$ cat src/rhc_pkg.sv
// Shared types, constants and helper functions for the RGB565 HSV classifier.
`default_nettype none
package rhc_pkg;

	// Register indexes on the configuration port
	typedef enum logic [2:0] {
		REG_A_HUE = 3'd0,
		REG_A_SAT = 3'd1,
		REG_A_VAL = 3'd2,
		REG_B_HUE = 3'd3,
		REG_B_SAT = 3'd4,
		REG_B_VAL = 3'd5
	} reg_idx_t;

	// Result class codes
	typedef enum logic [1:0] {
		CLS_NONE = 2'd0,
		CLS_A    = 2'd1,
		CLS_B    = 2'd2
	} class_t;

	// Which channel holds the maximum
	typedef enum logic [1:0] {
		SEC_RED   = 2'd0,
		SEC_GREEN = 2'd1,
		SEC_BLUE  = 2'd2
	} sector_t;

	// Inclusive byte range: high byte maximum, low byte minimum
	typedef struct packed {
		logic [7:0] hi;
		logic [7:0] lo;
	} range_t;

	typedef struct packed {
		range_t hue;
		range_t sat;
		range_t val;
	} box_t;

	localparam box_t BOX_A_RST = '{
		hue: '{hi: 8'h20, lo: 8'h12},
		sat: '{hi: 8'hFF, lo: 8'hBE},
		val: '{hi: 8'hFF, lo: 8'h5A}
	};
	localparam box_t BOX_B_RST = '{
		hue: '{hi: 8'h30, lo: 8'h1C},
		sat: '{hi: 8'hC8, lo: 8'h82},
		val: '{hi: 8'hFF, lo: 8'h2D}
	};

	// Hue offsets in half degrees
	localparam logic [7:0] HUE_GREEN_BASE = 8'd60;
	localparam logic [7:0] HUE_BLUE_BASE  = 8'd120;
	localparam logic [7:0] HUE_WRAP       = 8'd180;

	// Divider: 8 quotient bits, two per pipeline stage
	localparam int QUOT_BITS  = 8;
	localparam int DIV_STEPS  = 2;
	localparam int DIV_STAGES = QUOT_BITS / DIV_STEPS;

	// Word handed from the front end through the divider stages
	typedef struct packed {
		logic [15:0] sat_acc;  // {remainder, numerator / quotient}
		logic [15:0] hue_acc;
		logic [7:0]  mx;
		logic [7:0]  delta;
		sector_t     sector;
		logic        neg;      // sector difference is negative
	} div_t;

	// Channel widening tables: c*255/31 and c*255/63, truncated
	typedef logic [7:0] lut5_t [32];
	typedef logic [7:0] lut6_t [64];

	function automatic lut5_t build_lut5();
		lut5_t t;
		for (int i = 0; i < 32; i++) begin
			t[i] = 8'((i * 255) / 31);
		end
		return t;
	endfunction

	function automatic lut6_t build_lut6();
		lut6_t t;
		for (int i = 0; i < 64; i++) begin
			t[i] = 8'((i * 255) / 63);
		end
		return t;
	endfunction

	localparam lut5_t LUT5 = build_lut5();
	localparam lut6_t LUT6 = build_lut6();

	// One restoring shift-subtract step; quotient bit enters at the bottom
	function automatic logic [15:0] div_step(input logic [15:0] acc, input logic [7:0] d);
		logic [8:0] trial;
		logic [8:0] rem;
		logic [15:0] res;
		trial = acc[15:7];
		rem   = trial - {1'b0, d};
		if (trial >= {1'b0, d}) begin
			res = {rem[7:0], acc[6:0], 1'b1};
		end else begin
			res = {trial[7:0], acc[6:0], 1'b0};
		end
		return res;
	endfunction

	function automatic logic in_range(input logic [7:0] v, input range_t r);
		return (v >= r.lo) && (v <= r.hi);
	endfunction

endpackage
`default_nettype wire

$ cat src/rgb565_hsv_dual_threshold_classifier_unit.sv
// Top level: configuration registers and the classifier pipeline.
//
//   channel  signals                         direction  word
//   pixel    pix_valid/pix_ready             in         pixel_rgb565
//   result   res_valid/res_ready             out        class_code, hue, saturation, brightness
//   config   cfg_we, cfg_addr, cfg_data      in         one 16-bit range register
//
// One pixel per clock sustained while res_ready stays high; 3 front-end stages,
// 4 divider stages of 2 quotient bits each, 2 back-end stages.
// The divider stages compute 255*delta/max and 30*diff/delta side by side.
// Reset clears all valid bits and loads the default ranges.
// A stall on res_ready holds each full stage; empty stages still fill, so
// pix_ready drops only when every stage holds a word.
`default_nettype none
module rgb565_hsv_dual_threshold_classifier_unit import rhc_pkg::*; (
	input  wire logic        clk,
	input  wire logic        arst_n,
	input  wire logic [15:0] pixel_rgb565,
	input  wire logic        pix_valid,
	output logic             pix_ready,
	output logic [1:0]       class_code,
	output logic [7:0]       hue,
	output logic [7:0]       saturation,
	output logic [7:0]       brightness,
	output logic             res_valid,
	input  wire logic        res_ready,
	input  wire logic        cfg_we,
	input  wire logic [2:0]  cfg_addr,
	input  wire logic [15:0] cfg_data
);

	box_t box_a_q, box_b_q;

	// range registers; unknown indexes are dropped
	always_ff @(posedge clk or negedge arst_n) begin
		if (!arst_n) begin
			box_a_q <= BOX_A_RST;
			box_b_q <= BOX_B_RST;
		end else if (cfg_we) begin
			unique case (cfg_addr)
				REG_A_HUE: box_a_q.hue <= cfg_data;
				REG_A_SAT: box_a_q.sat <= cfg_data;
				REG_A_VAL: box_a_q.val <= cfg_data;
				REG_B_HUE: box_b_q.hue <= cfg_data;
				REG_B_SAT: box_b_q.sat <= cfg_data;
				REG_B_VAL: box_b_q.val <= cfg_data;
				default: ;
			endcase
		end
	end

	div_t data  [DIV_STAGES+1];
	logic valid [DIV_STAGES+1];
	logic ready [DIV_STAGES+1];

	rhc_front u_front (
		.clk          (clk),
		.arst_n       (arst_n),
		.pixel_rgb565 (pixel_rgb565),
		.pix_valid    (pix_valid),
		.pix_ready    (pix_ready),
		.dout         (data[0]),
		.dout_valid   (valid[0]),
		.dout_ready   (ready[0])
	);

	// divider pipeline
	for (genvar i = 0; i < DIV_STAGES; i++) begin : g_div
		rhc_div_stage u_div (
			.clk        (clk),
			.arst_n     (arst_n),
			.din        (data[i]),
			.din_valid  (valid[i]),
			.din_ready  (ready[i]),
			.dout       (data[i+1]),
			.dout_valid (valid[i+1]),
			.dout_ready (ready[i+1])
		);
	end

	rhc_classify u_classify (
		.clk        (clk),
		.arst_n     (arst_n),
		.din        (data[DIV_STAGES]),
		.din_valid  (valid[DIV_STAGES]),
		.din_ready  (ready[DIV_STAGES]),
		.box_a      (box_a_q),
		.box_b      (box_b_q),
		.class_code (class_code),
		.hue        (hue),
		.saturation (saturation),
		.brightness (brightness),
		.res_valid  (res_valid),
		.res_ready  (res_ready)
	);

endmodule
`default_nettype wire

$ cat src/rhc_front.sv
// Front end: channel widening, max/min search and divider numerators (three stages).
`default_nettype none
module rhc_front import rhc_pkg::*; (
	input  wire logic        clk,
	input  wire logic        arst_n,
	input  wire logic [15:0] pixel_rgb565,
	input  wire logic        pix_valid,
	output logic             pix_ready,
	output div_t             dout,
	output logic             dout_valid,
	input  wire logic        dout_ready
);

	logic       v_s1, v_s2, v_s3;
	logic       rdy1, rdy2, rdy3;
	logic [7:0] r_s1, g_s1, b_s1;
	logic [7:0] mx_s2, mn_s2, p_s2, q_s2;
	sector_t    sec_s2;
	div_t       data_s3;

	// stage handshake: a stage loads when empty or when its word moves on
	assign rdy3      = !v_s3 || dout_ready;
	assign rdy2      = !v_s2 || rdy3;
	assign rdy1      = !v_s1 || rdy2;
	assign pix_ready = rdy1;

	always_ff @(posedge clk or negedge arst_n) begin
		if (!arst_n) begin
			v_s1 <= 1'b0;
			v_s2 <= 1'b0;
			v_s3 <= 1'b0;
		end else begin
			if (rdy1) v_s1 <= pix_valid;
			if (rdy2) v_s2 <= v_s1;
			if (rdy3) v_s3 <= v_s2;
		end
	end

	// s1: widen channels to 8 bits
	always_ff @(posedge clk) begin
		if (pix_valid && rdy1) begin
			r_s1 <= LUT5[pixel_rgb565[15:11]];
			g_s1 <= LUT6[pixel_rgb565[10:5]];
			b_s1 <= LUT5[pixel_rgb565[4:0]];
		end
	end

	// s2: max, min and sector operands; red wins ties, then green
	logic       red_max, green_max;
	logic [7:0] mn_c;

	always_comb begin
		red_max   = (r_s1 >= g_s1) && (r_s1 >= b_s1);
		green_max = !red_max && (g_s1 >= b_s1);
		mn_c      = r_s1;
		if (g_s1 < mn_c) mn_c = g_s1;
		if (b_s1 < mn_c) mn_c = b_s1;
	end

	always_ff @(posedge clk) begin
		if (v_s1 && rdy2) begin
			mn_s2 <= mn_c;
			if (red_max) begin
				mx_s2  <= r_s1;
				p_s2   <= g_s1;
				q_s2   <= b_s1;
				sec_s2 <= SEC_RED;
			end else if (green_max) begin
				mx_s2  <= g_s1;
				p_s2   <= b_s1;
				q_s2   <= r_s1;
				sec_s2 <= SEC_GREEN;
			end else begin
				mx_s2  <= b_s1;
				p_s2   <= r_s1;
				q_s2   <= g_s1;
				sec_s2 <= SEC_BLUE;
			end
		end
	end

	// s3: delta, |p-q| and the numerators 255*delta and 30*diff
	logic [7:0]  delta_c, diff_c;
	logic        neg_c;
	logic [15:0] sat_num_c, hue_num_c;

	always_comb begin
		delta_c   = mx_s2 - mn_s2;
		neg_c     = p_s2 < q_s2;
		diff_c    = neg_c ? (q_s2 - p_s2) : (p_s2 - q_s2);
		sat_num_c = {delta_c, 8'd0} - {8'd0, delta_c};
		hue_num_c = {3'd0, diff_c, 5'd0} - {7'd0, diff_c, 1'b0};
	end

	always_ff @(posedge clk) begin
		if (v_s2 && rdy3) begin
			data_s3.sat_acc <= sat_num_c;
			data_s3.hue_acc <= hue_num_c;
			data_s3.mx      <= mx_s2;
			data_s3.delta   <= delta_c;
			data_s3.sector  <= sec_s2;
			data_s3.neg     <= neg_c;
		end
	end

	assign dout       = data_s3;
	assign dout_valid = v_s3;

endmodule
`default_nettype wire

$ cat src/rhc_div_stage.sv
// One divider stage: two shift-subtract steps for both the saturation and hue quotients.
`default_nettype none
module rhc_div_stage import rhc_pkg::*; (
	input  wire logic clk,
	input  wire logic arst_n,
	input  wire div_t din,
	input  wire logic din_valid,
	output logic      din_ready,
	output div_t      dout,
	output logic      dout_valid,
	input  wire logic dout_ready
);

	logic v_s1;
	div_t data_s1;
	div_t next_c;

	assign din_ready = !v_s1 || dout_ready;

	// saturation divides by max, hue by delta
	always_comb begin
		next_c = din;
		for (int i = 0; i < DIV_STEPS; i++) begin
			next_c.sat_acc = div_step(next_c.sat_acc, din.mx);
			next_c.hue_acc = div_step(next_c.hue_acc, din.delta);
		end
	end

	always_ff @(posedge clk or negedge arst_n) begin
		if (!arst_n) begin
			v_s1 <= 1'b0;
		end else if (din_ready) begin
			v_s1 <= din_valid;
		end
	end

	always_ff @(posedge clk) begin
		if (din_valid && din_ready) begin
			data_s1 <= next_c;
		end
	end

	assign dout       = data_s1;
	assign dout_valid = v_s1;

	// partial remainders stay below their divisors
	a_sat_rem: assert property (@(posedge clk) disable iff (!arst_n)
		v_s1 && data_s1.mx != 8'd0 |-> data_s1.sat_acc[15:8] < data_s1.mx)
		else $error("saturation remainder not below max");

	a_hue_rem: assert property (@(posedge clk) disable iff (!arst_n)
		v_s1 && data_s1.delta != 8'd0 |-> data_s1.hue_acc[15:8] < data_s1.delta)
		else $error("hue remainder not below delta");

endmodule
`default_nettype wire

$ cat src/rhc_classify.sv
// Back end: hue/saturation finish, box tests and the output register (two stages).
`default_nettype none
module rhc_classify import rhc_pkg::*; (
	input  wire logic  clk,
	input  wire logic  arst_n,
	input  wire div_t  din,
	input  wire logic  din_valid,
	output logic       din_ready,
	input  wire box_t  box_a,
	input  wire box_t  box_b,
	output logic [1:0] class_code,
	output logic [7:0] hue,
	output logic [7:0] saturation,
	output logic [7:0] brightness,
	output logic       res_valid,
	input  wire logic  res_ready
);

	logic       v_s1, v_s2;
	logic       rdy1, rdy2;
	logic [7:0] hue_s1, sat_s1, val_s1;
	logic [7:0] hue_s2, sat_s2, val_s2;
	class_t     cls_s2;

	assign rdy2      = !v_s2 || res_ready;
	assign rdy1      = !v_s1 || rdy2;
	assign din_ready = rdy1;

	always_ff @(posedge clk or negedge arst_n) begin
		if (!arst_n) begin
			v_s1 <= 1'b0;
			v_s2 <= 1'b0;
		end else begin
			if (rdy1) v_s1 <= din_valid;
			if (rdy2) v_s2 <= v_s1;
		end
	end

	// s1: sector offset, grey and black pixels
	logic [7:0] q_hue;
	logic [7:0] hue_c;

	always_comb begin
		q_hue = din.hue_acc[7:0];
		unique case (din.sector)
			SEC_RED:   hue_c = din.neg ? (HUE_WRAP - q_hue) : q_hue;
			SEC_GREEN: hue_c = din.neg ? (HUE_GREEN_BASE - q_hue) : (HUE_GREEN_BASE + q_hue);
			SEC_BLUE:  hue_c = din.neg ? (HUE_BLUE_BASE - q_hue) : (HUE_BLUE_BASE + q_hue);
			default:   hue_c = 8'd0;
		endcase
		if (din.delta == 8'd0) hue_c = 8'd0;
	end

	always_ff @(posedge clk) begin
		if (din_valid && rdy1) begin
			hue_s1 <= hue_c;
			sat_s1 <= (din.mx == 8'd0) ? 8'd0 : din.sat_acc[7:0];
			val_s1 <= din.mx;
		end
	end

	// s2: box tests, box A first
	logic match_a, match_b;

	always_comb begin
		match_a = in_range(hue_s1, box_a.hue) && in_range(sat_s1, box_a.sat)
			&& in_range(val_s1, box_a.val);
		match_b = in_range(hue_s1, box_b.hue) && in_range(sat_s1, box_b.sat)
			&& in_range(val_s1, box_b.val);
	end

	always_ff @(posedge clk) begin
		if (v_s1 && rdy2) begin
			hue_s2 <= hue_s1;
			sat_s2 <= sat_s1;
			val_s2 <= val_s1;
			priority if (match_a) begin
				cls_s2 <= CLS_A;
			end else if (match_b) begin
				cls_s2 <= CLS_B;
			end else begin
				cls_s2 <= CLS_NONE;
			end
		end
	end

	assign class_code = cls_s2;
	assign hue        = hue_s2;
	assign saturation = sat_s2;
	assign brightness = val_s2;
	assign res_valid  = v_s2;

	a_hue_span: assert property (@(posedge clk) disable iff (!arst_n)
		res_valid |-> hue <= HUE_WRAP)
		else $error("hue beyond 180");

	// a colored pixel has nonzero saturation and brightness
	a_hue_sat: assert property (@(posedge clk) disable iff (!arst_n)
		res_valid && hue != 8'd0 |-> saturation != 8'd0 && brightness != 8'd0)
		else $error("hue set on a grey pixel");

endmodule
`default_nettype wire
$ cat config.mk
export PLATFORM = sky130hd
export DESIGN_NAME = rgb565_hsv_dual_threshold_classifier_unit
export DESIGN_NICKNAME = d
export VERILOG_FILES = /design/src/rhc_pkg.sv /design/src/rgb565_hsv_dual_threshold_classifier_unit.sv /design/src/rhc_front.sv /design/src/rhc_div_stage.sv /design/src/rhc_classify.sv
export SDC_FILE = /design/constraint.sdc
export NUM_CORES = 1
export LEC_CHECK = 0
export BUFFER_PORTS_ARGS = -buffer_cell sky130_fd_sc_hd__clkbuf_2
export CORE_AREA = 2 2 244 246
export CTS_CLUSTER_DIAMETER = 150
export DETAILED_ROUTE_END_ITERATION = 16
export DIE_AREA = 0 0 246 248
export PLACE_DENSITY = 0.6
export SLEW_MARGIN = 20
export SYNTH_ARGS = -nofsm -noshare
export SYNTH_HDL_FRONTEND = slang
export SYNTH_SLANG_ARGS = --single-unit
$ cat constraint.sdc
create_clock -name clk -period 14 [get_ports clk]
set_input_delay 0.7 -clock clk [delete_from_list [all_inputs] [get_ports clk]]
set_output_delay 0.7 -clock clk [all_outputs]
set_load 0.02 [all_outputs]
### After elaboration in Yosys (flattened, before gate mapping)

Memories as Yosys holds them, arrays and structs flattened. A register that Yosys moved wholly into a read port is not among the register bits.
Index checks and enable logic that the tools add are counted.

| storage, ports and cells | value |
|---|---|
| word-level logic and storage cells | 215 |
| output and inout bits | 28 |
| bits in latches | 0 |
| RAM bits | 0 |
| memories | 3 |
| register bits after elaboration | 426 |
| memory bits (read-only) | 1024 |

Memory list:

| name | depth | width | read ports | clocked after memory_dff | wr ports | RTL line | RTL |
|---|---|---|---|---|---|---|---|
| (no name shown) | 64 | 8 | 1 | 1 | 0 | rhc_front.sv:43 | `g_s1 <= LUT6[pixel_rgb565[10:5]];` |
| (no name shown) | 32 | 8 | 1 | 1 | 0 | rhc_front.sv:42 | `r_s1 <= LUT5[pixel_rgb565[15:11]];` |
| (no name shown) | 32 | 8 | 1 | 1 | 0 | rhc_front.sv:44 | `b_s1 <= LUT5[pixel_rgb565[4:0]];` |

| operators by class | value |
|---|---|
| order comparisons | 34 |
| reduce and logical (&&, ||, !) cells | 50 |
| mux-type cells | 31 |
| divide/modulo/power cells | 0 |
| $mul | 0 |
| bitwise logic cells | 3 |
| $add $sub $neg | 24 |
| equality and inequality tests | 7 |
| shift-type cells | 0 |

Operators by type and width:

| operator | number |
|---|---|
| 16-bit two-way mux | 14 |
| 9-bit by 8-bit >= comparator with 1-bit output | 16 |
| 8-bit subtractor | 17 |
| 8-bit two-way mux | 12 |
| 8-bit >= comparator | 9 |
| 8-bit less-or-equal comparator | 6 |
| 8-bit < comparator | 3 |
| 8-bit case mux with 3 select lines | 1 |
| 1-bit logical AND | 21 |
| 8-bit logical NOT | 2 |
| 16-bit by 8-bit subtractor with 16-bit output | 1 |
| 13-bit by 9-bit subtractor with 14-bit output | 1 |
| 5-bit inverter with 6-bit output | 2 |
| 2-bit AND reduction | 6 |
| 1-bit logical NOT | 10 |
| 1-bit logical OR | 9 |
| 6-bit by 8-bit adder with 8-bit output (first input constant) | 1 |
| 7-bit by 8-bit adder with 8-bit output (first input constant) | 1 |
| 6-bit by 8-bit subtractor with 8-bit output (first input constant) | 1 |
| 7-bit by 8-bit subtractor with 8-bit output (first input constant) | 1 |
| 8-bit subtractor (first input constant) | 1 |
| 6-bit inverter with 7-bit output | 1 |
| 3-bit by 2-bit equality test with 1-bit output (second input constant) | 2 |
| 3-bit equality test (second input constant) | 2 |
| other kinds (7) | 9 |

### Longest topological paths before layout

Gate-level depths: netlist of the first run.

| depth | value |
|---|---|
| word-level depth | 11 |
| gate-level depth with buffers | 21 |
| depth with buffers taken out | 21 |

### Cells and area by module

Synthesis of the first run repeated with hierarchy kept, for this count alone.

| unflattened totals | value |
|---|---|
| cell total of the unflattened synthesis | 2435 |
| area, all modules | 28478.6 um^2 |

By module, submodules not included:

| module | area each (um^2) | cells each | instances |
|---|---|---|---|
| rhc_div_stage at g_div[0].u_div ... | 3367.0 | 283 | 3 |
| rhc_front | 6561.3 | 587 | 1 |
| rhc_classify | 4754.6 | 504 | 1 |
| rgb565_hsv_dual_threshold_classifier_unit | 3779.9 | 208 | 1 |
| rhc_div_stage at g_div[1].u_div | 3281.9 | 287 | 1 |

### Worst setup path after synthesis of the first run

Ideal clock, no wire load.

| timing | value |
|---|---|
| kind | reg2reg |
| start | register g_div[1].u_div.data_s1, in the netlist g_div[1].u_div.dout[12] |
| end | register g_div[2].u_div.data_s1, in the netlist g_div[2].u_div.dout[44] (data pin) |
| slack | 9.369 ns |
| stages on the path, launching flop included | 22 |
| setup time | 0.260 ns |
| buffers on the path | 1 |
| data arrival time | 4.372 ns |
| cells stage by stage | edfxtp_1 inv_1 ha_1 nor2b_1 o21ai_1 a21boi_0 o21ai_0 a21oi_1 a2111oi_2 buf_2 nand2_1 o21ai_0 ha_1 nor2b_1 o21ai_0 a21oi_1 o21ai_1 a21oi_1 o21bai_1 a221o_1 a21oi_4 mux2_2 |

RTL lines:

| what | RTL line | RTL |
|---|---|---|
| from (decl) | rhc_div_stage.sv:15 | `div_t data_s1;` |
| from (signal assigned) | rhc_div_stage.sv:39 | `data_s1 <= next_c;` |
| to (signal assigned) | rhc_div_stage.sv:39 |  |
| to (decl) | rhc_div_stage.sv:15 |  |

==> flow_summary.ini, run 1 <==
[timing]
fin_crit_ps = 5180
setup_violations = 0
drv_slew = 0
skew_ps = 17.9
whs_ps = 120
rsz0062_at_grt = no
finalSetupTns_ps = 0
hold_viol = 0
fmax_mhz = 193
tightest_slew_ps = 979
period_share_pct = 37.0
relSlewSlack_pct = 34.4

[place]
globalplace.congestion = 0.846
placedCellCount = 3159
port_buffers = 67
placed_cell_area_sq_mm = 0.0274
dp_hpwl_microns = 40500

[synth]
synth_edf_count = 337
yosys_warnings = 0
yosys.cell_types.count = 70
synth_area_leaders = edfxtp_1 39%, ha_1 14%, dfrtp_1 5.2%
ys_seq_elements = 442
async_reset_ff_share_pct = 23.8
yosys.area.top_type_share_pct = 38.8
synth_nets = 2690
synth_cells = 2340
synth_top_cell_by_area = edfxtp_1
syn_avg_cell_area_sq_um = 11.2
syn-cell-area_sq_mm = 0.0261
yosysSeqAreaShare_pct = 49.1
synthFlopType = edfxtp_1

[route]
dr_total_vias = 17027
drc_errors = 0
finalWirelength_microns = 53800
ant_nets = 0
dr.pass1.iters = 7
wire_per_inst_microns = 16.5
vias_per_cell = 5.23
drt_iter0_markers = 778

[grt]
grt_util_met2_pct = 31.7
use_met3_pct = 2.79
antenna_found_initial = 0
grt_pass1_wl_microns = 88100
busiest_layer = met2
gr-usage-all-layers_pct = 18.0
overflow = 0
grt_pass1_vias = 17178
met1_usage_pct = 22.5
grt_max_degree = 62

[setup_path]
cp-end-kind = register
crit_fanout = 15
worstSetupStartpointType = register
crit_buf_inv = 1
crit_top_cell = o21ai_0
worst_path_largest_cell_delay_ps = 590
cp_top_family = compound AO/OA/AOI/OAI gates
critPathRequiredTime_ps = 14330
arrival_ps = 5510
slowest_stage = a21oi_1
reg2reg_depth = 18
critical_path_class = reg -> reg
worstSetupPathDepth = 18
path_cells = inv_1, ha_1, nor2b_1, o21ai_0, a21boi_0, o21ai_0, a21oi_1, a21oi_1, o21ai_0, ha_1, nor2b_1, o21ai_0, a21boi_0, o21ai_0, a21oi_1, o21bai_1, a211o_1, mux2_2

[clocking]
cts_htree_levels = 2
post_cts_buffers = 0
cts_buffers = 50
cts_tree = done
cts_resized = 0
insertion_delay_ps = 590
clk_path_buf_depth = 3
postCtsHoldBufs = 0
clock_sinks = 442
cts_root_buf = clkbuf_16
clk_pin_slew_worst_paths_ps = 60

[final_layout]
layout.nets = 2788
fillers = 5154
fin_cells = 3253
area_growth_pct = 11.1
finalInstanceArea_sq_mm = 0.0290
drive_above_1_share_pct = 14.2
multi_input_area_sq_mm = 0.0121
regArea_sq_mm = 0.0128
final_cell_mix = 337 x edfxtp_1, 293 x ha_1, 285 x inv_1, 194 x o21ai_0, 181 x nand2_1
final_common_cell = edfxtp_1
diodes = 0

[pwr]
vdd.ir_drop.worst_v = 0.000129
cellPowerDensity_mw_per_mm2 = 256
p_leak_nw = 12.2
power_mw = 7.43

[flow_run]
cap_violations = 0

[floorplanning]
dieArea_sq_mm = 0.0610
die_w_microns = 246
std_cell_rows = 89
die_h_microns = 248
io_pins = 68
initial_core_util_pct = 44.6
core_area_sq_mm = 0.0585

[hold_path]
hp-class = in -> async

[run_status]
status = finished, final reports clean
state kept, by name, summed over array words and instances (netlist names), 2 cells and up:
| signal | cells |
|---|---|
| u_front.b_s1 | 8 |
| g_div.u_div.dout | 182 |
| u_classify.val_s1 | 8 |
| u_front.dout | 47 |
| u_classify.saturation | 8 |
| u_front.mx_s2 | 8 |
| box_a_q | 48 |
| u_front.sec_s2 | 2 |
| u_classify.hue | 8 |
| u_classify.sat_s1 | 8 |
| u_classify.brightness | 8 |
| u_front.mn_s2 | 8 |
| u_front.p_s2 | 8 |
| u_front.g_s1 | 8 |
| u_front.q_s2 | 8 |
| u_classify.hue_s1 | 8 |
| box_b_q | 48 |
| u_classify.class_code | 2 |
| g_div.u_div.dout_valid | 4 |
| u_front.r_s1 | 8 |
where the power goes:
group,switching [mW],internal (mW)
sequential,0.269,2.10
clock,0.526,0.725
combinational,2.02,1.79
worst reg2reg max path: stages (launching register included):
cell	delay, ps
edfxtp_1	390
inv_1	190
ha_1	280
nor2b_1	130
o21ai_0	200
a21boi_0	150
o21ai_0	230
a21oi_1	130
a21oi_1	590
o21ai_0	330
ha_1	360
nor2b_1	130
o21ai_0	210
a21boi_0	130
o21ai_0	290
a21oi_1	160
o21bai_1	190
a211o_1	480
mux2_2	350
synth_stat cells, drive strengths merged (3+ instances only):
library cell	instances
edfxtp	337
ha	293
inv	285
o21ai	201
nand2	181
a21oi	140
mux2	111
nor2	110
xnor2	77
nor2b	60
dfrtp	54
dfstp	51
mux2i	51
clkbuf	36
nand2b	33
a21o	28
nand4	28
nor3	28
nand3	26
xor2	21
o21bai	20
and2	18
fa	17
a21boi	15
o21a	14
and3	10
or2	10
a31oi	8
a2111oi	6
a221oi	5
o211ai	5
or4	5
a211o	4
a221o	4
o31ai	4
or3	4
a211oi	3
a311oi	3
nand4b	3
nor4	3
o2111ai	3
o22ai	3
per-layer routing:
metal	routed length, microns	vias up
met5	0	-
li1	-	8530
met1	23400	8111
met2	26600	288
met4	1750	0
met3	2040	98
path summary, 6_finish.rpt:
check	end	from	slack, ps
max in group asynchronous	box_a_q[42]	arst_n	12630
hold reg to reg	g_div[2].u_div.dout[38]	g_div[1].u_div.dout[36]	410
setup reg to reg	g_div[0].u_div.dout[33]	u_front.dout[4]	8820
setup / recovery	g_div[0].u_div.dout[33]	u_front.dout[4]	8820
hold / removal	box_a_q[35]	arst_n	120
min in group clk	u_front.g_s1[5]	pixel_rgb565[8]	340
cell families (layout without fill, tap and decap cells):
family	after synthesis	after routing	share of synthesized area, %
muxes	162	162	6.76
buffers and inverters	323	463	4.66
AOI/OAI and AO/OA	481	481	11.2
xor gates and xnor gates	98	98	3.29
adders and majority gates	310	310	15.4
and+or+nand+nor	524	524	9.68
DFF	442	442	49.1
cell type report:
cell class	count	area share [%]
clock inverter	26	0.734
clock buffer	68	4.73
multi-input combinational	1575	41.7
sequential	442	44.2
inverter	285	3.69
timing repair buffer	84	1.61
tap	773	3.34
metrics by stage:
| stage | util, % | worst slack, ps |
|---|---|---|
| floorplan | - | 9370 |
| global placement | 46.9 | 9110 |
| detailed placement | 46.9 | 8880 |
| CTS | 49.6 | 8860 |
| global route | 49.6 | 8390 |
| finish | 49.6 | 8820 |
(Power assumes the default switching activity.)
==> run 2: changes to the inputs <==
clock period = 5.3 ns   (was 14 ns; I/O delays follow)
==> run 2 against run 1 <==
Compared with the run above:
- wire length grew 2.5%
- cell count grew 1.0%
- clock-buffer cell count shrank 9
- die area is the same
- largest power group unchanged
- final area grew 1.6%
- via count grew 0.49%
- sequential power grew to 2.6 times the previous value
- combinational power grew to 2.7 times the previous value
==> flow_summary.ini, run 2 (synthesis results as in run 1) <==
[flow_run]
cap_violations = 0

[final_layout]
area_growth_pct = 12.9
fin_cells = 3286
largest_register_ffs = 182
layout.nets = 2819
drive_above_1_share_pct = 14.8
final_common_cell = edfxtp_1
final_cell_mix = 337 x edfxtp_1, 293 x ha_1, 285 x inv_1, 193 x o21ai_0, 181 x nand2_1

[grt]
overflow = 0
grt_max_degree = 60
grt_pass1_wl_microns = 89500
gr-usage-all-layers_pct = 18.4
antenna_found_initial = 0
grt_pass1_vias = 17511

[timing]
finalSetupTns_ps = 0
drv_slew = 0
tightest_slew_ps = 914
skew_ps = 16.7
setup_violations = 0
period_share_pct = 91.8
fmax_mhz = 206
relSlewSlack_pct = 38.7
rsz0062_at_grt = no
fin_crit_ps = 4860
hold_viol = 0

[floorplanning]
die_w_microns = 246
initial_core_util_pct = 44.6
die_h_microns = 248
dieArea_sq_mm = 0.0610
core_area_sq_mm = 0.0585
io_pins = 68
std_cell_rows = 89

[route]
vias_per_cell = 5.21
dr.pass1.iters = 6
wire_per_inst_microns = 16.8
drt_iter0_markers = 800
ant_nets = 0
finalWirelength_microns = 55200
drc_errors = 0
dr_total_vias = 17111

[setup_path]
cp-end-kind = register
critPathRequiredTime_ps = 5630
arrival_ps = 5200
slowest_stage = edfxtp_1
worstSetupStartpointType = register
worst_path_largest_cell_delay_ps = 390
critical_path_class = reg -> reg
crit_top_cell = o21ai_0
crit_fanout = 8
path_cells = inv_1, ha_1, nor2b_1, o21ai_0, a21boi_0, o21ai_0, a21oi_1, o21ai_0, nand2_1, mux2i_2, ha_1, nor2b_1, o21ai_0, a21boi_0, o21ai_0, a21oi_1, a31oi_1, o21ai_0, a21oi_4, mux2_2

[clocking]
cts_tree = done
clk_pin_slew_worst_paths_ps = 60
cts_buffers = 51
cts_root_buf = clkbuf_16
clock_sinks = 442
cts_htree_levels = 2
insertion_delay_ps = 590
clk_path_buf_depth = 3

[place]
port_buffers = 67
placedCellCount = 3162
globalplace.congestion = 0.846
dp_hpwl_microns = 41200

[pwr]
power_mw = 20.2
vdd.ir_drop.worst_v = 0.000367
cellPowerDensity_mw_per_mm2 = 684
p_leak_nw = 12.4

[run_status]
status = finished, final reports clean

[hold_path]
hp-class = in -> reg
[run 2: cell count changes in the layout (fill, tap and decap cells not counted), moves of 2 or more]
cell / previous run / this run
bufinv_16: 2 / 7
clkbuf_1: 14 / 7
clkbuf_8: 3 / 0
buf_4: 18 / 24
inv_6: 0 / 3
clkinv_1: 7 / 5
dlygate4sd3_1: 0 / 23
clkinv_2: 8 / 12
[run 2: through the flow]
stage / hold WS, ps / setup slack [ps] / area, sq um / utilization (%)
2_1_floorplan: -30.6 / 669 / 26100 / -
3_3_place_gp: 395 / 423 / 27400 / 46.9
3_5_place_dp: 403 / 281 / 27400 / 46.9
4_1_cts: 3.19 / 260 / 29400 / 50.3
5_1_grt: 33.8 / 14.4 / 29400 / 50.4
6_report: 30.3 / 436 / 29400 / 50.4
[run 2: report_power, final]
part,internal (mW),leakage [nW],switching [mW]
logic,4.87,7.12,5.39
clock network,2.15,0.833,1.46
registers,5.56,4.46,0.720
total,12.6,12.4,7.57
[run 2: final cells by class]
type,count,area [sq um]
Fill cell,5189,29000
Sequential cell,442,12800
Multi-Input combinational cell,1575,12100
Clock buffer,59,1330
Inverter,285,1070
Tap cell,773,967
Timing Repair Buffer,114,761
Clock inverter,37,402
Antenna cell,1,2.50
[run 2: per-layer routing]
layer | part of all wire (%) | GRT usage (%) | vias to the layer above
li1 | - | - | 8596
met4 | 3.4 | 7.04 | 0
met3 | 2.9 | 2.36 | 107
met5 | 0 | 0 | -
met1 | 44 | 22.9 | 8143
met2 | 49 | 32.6 | 265
[run 2: critical path: cells and delay by family, from the launching register on]
kind / cells / cell delay, ps
compound gates: 12 / 2200
fa+ha+maj: 2 / 580
buf+inv: 1 / 190
flops: 1 / 390
mux: 2 / 720
simple gates: 3 / 520
[run 2: worst paths after layout]
path	cells after the start	to	slack, ps	start
max in group asynchronous	3	box_b_q[1]	3880	arst_n
worst min register to register	0	g_div[3].u_div.dout[1]	410	g_div[2].u_div.dout[1]
worst max register to register	20	g_div[1].u_div.dout[28]	440	g_div[0].u_div.dout[4]
min in group asynchronous	2	box_a_q[34]	310	arst_n
worst max-delay path	20	g_div[1].u_div.dout[28]	440	g_div[0].u_div.dout[4]
worst min-delay path	3	box_a_q[30]	30	cfg_data[14]
[run 2: what timing repair did]
item                                    4_1_cts  5_1_grt
gates resized for setup                       0        4
setup buffers                                 0        4
endpoints found under the setup margin        0       26
hold endpoints to repair                     60        0
hold buffers                                 23        0
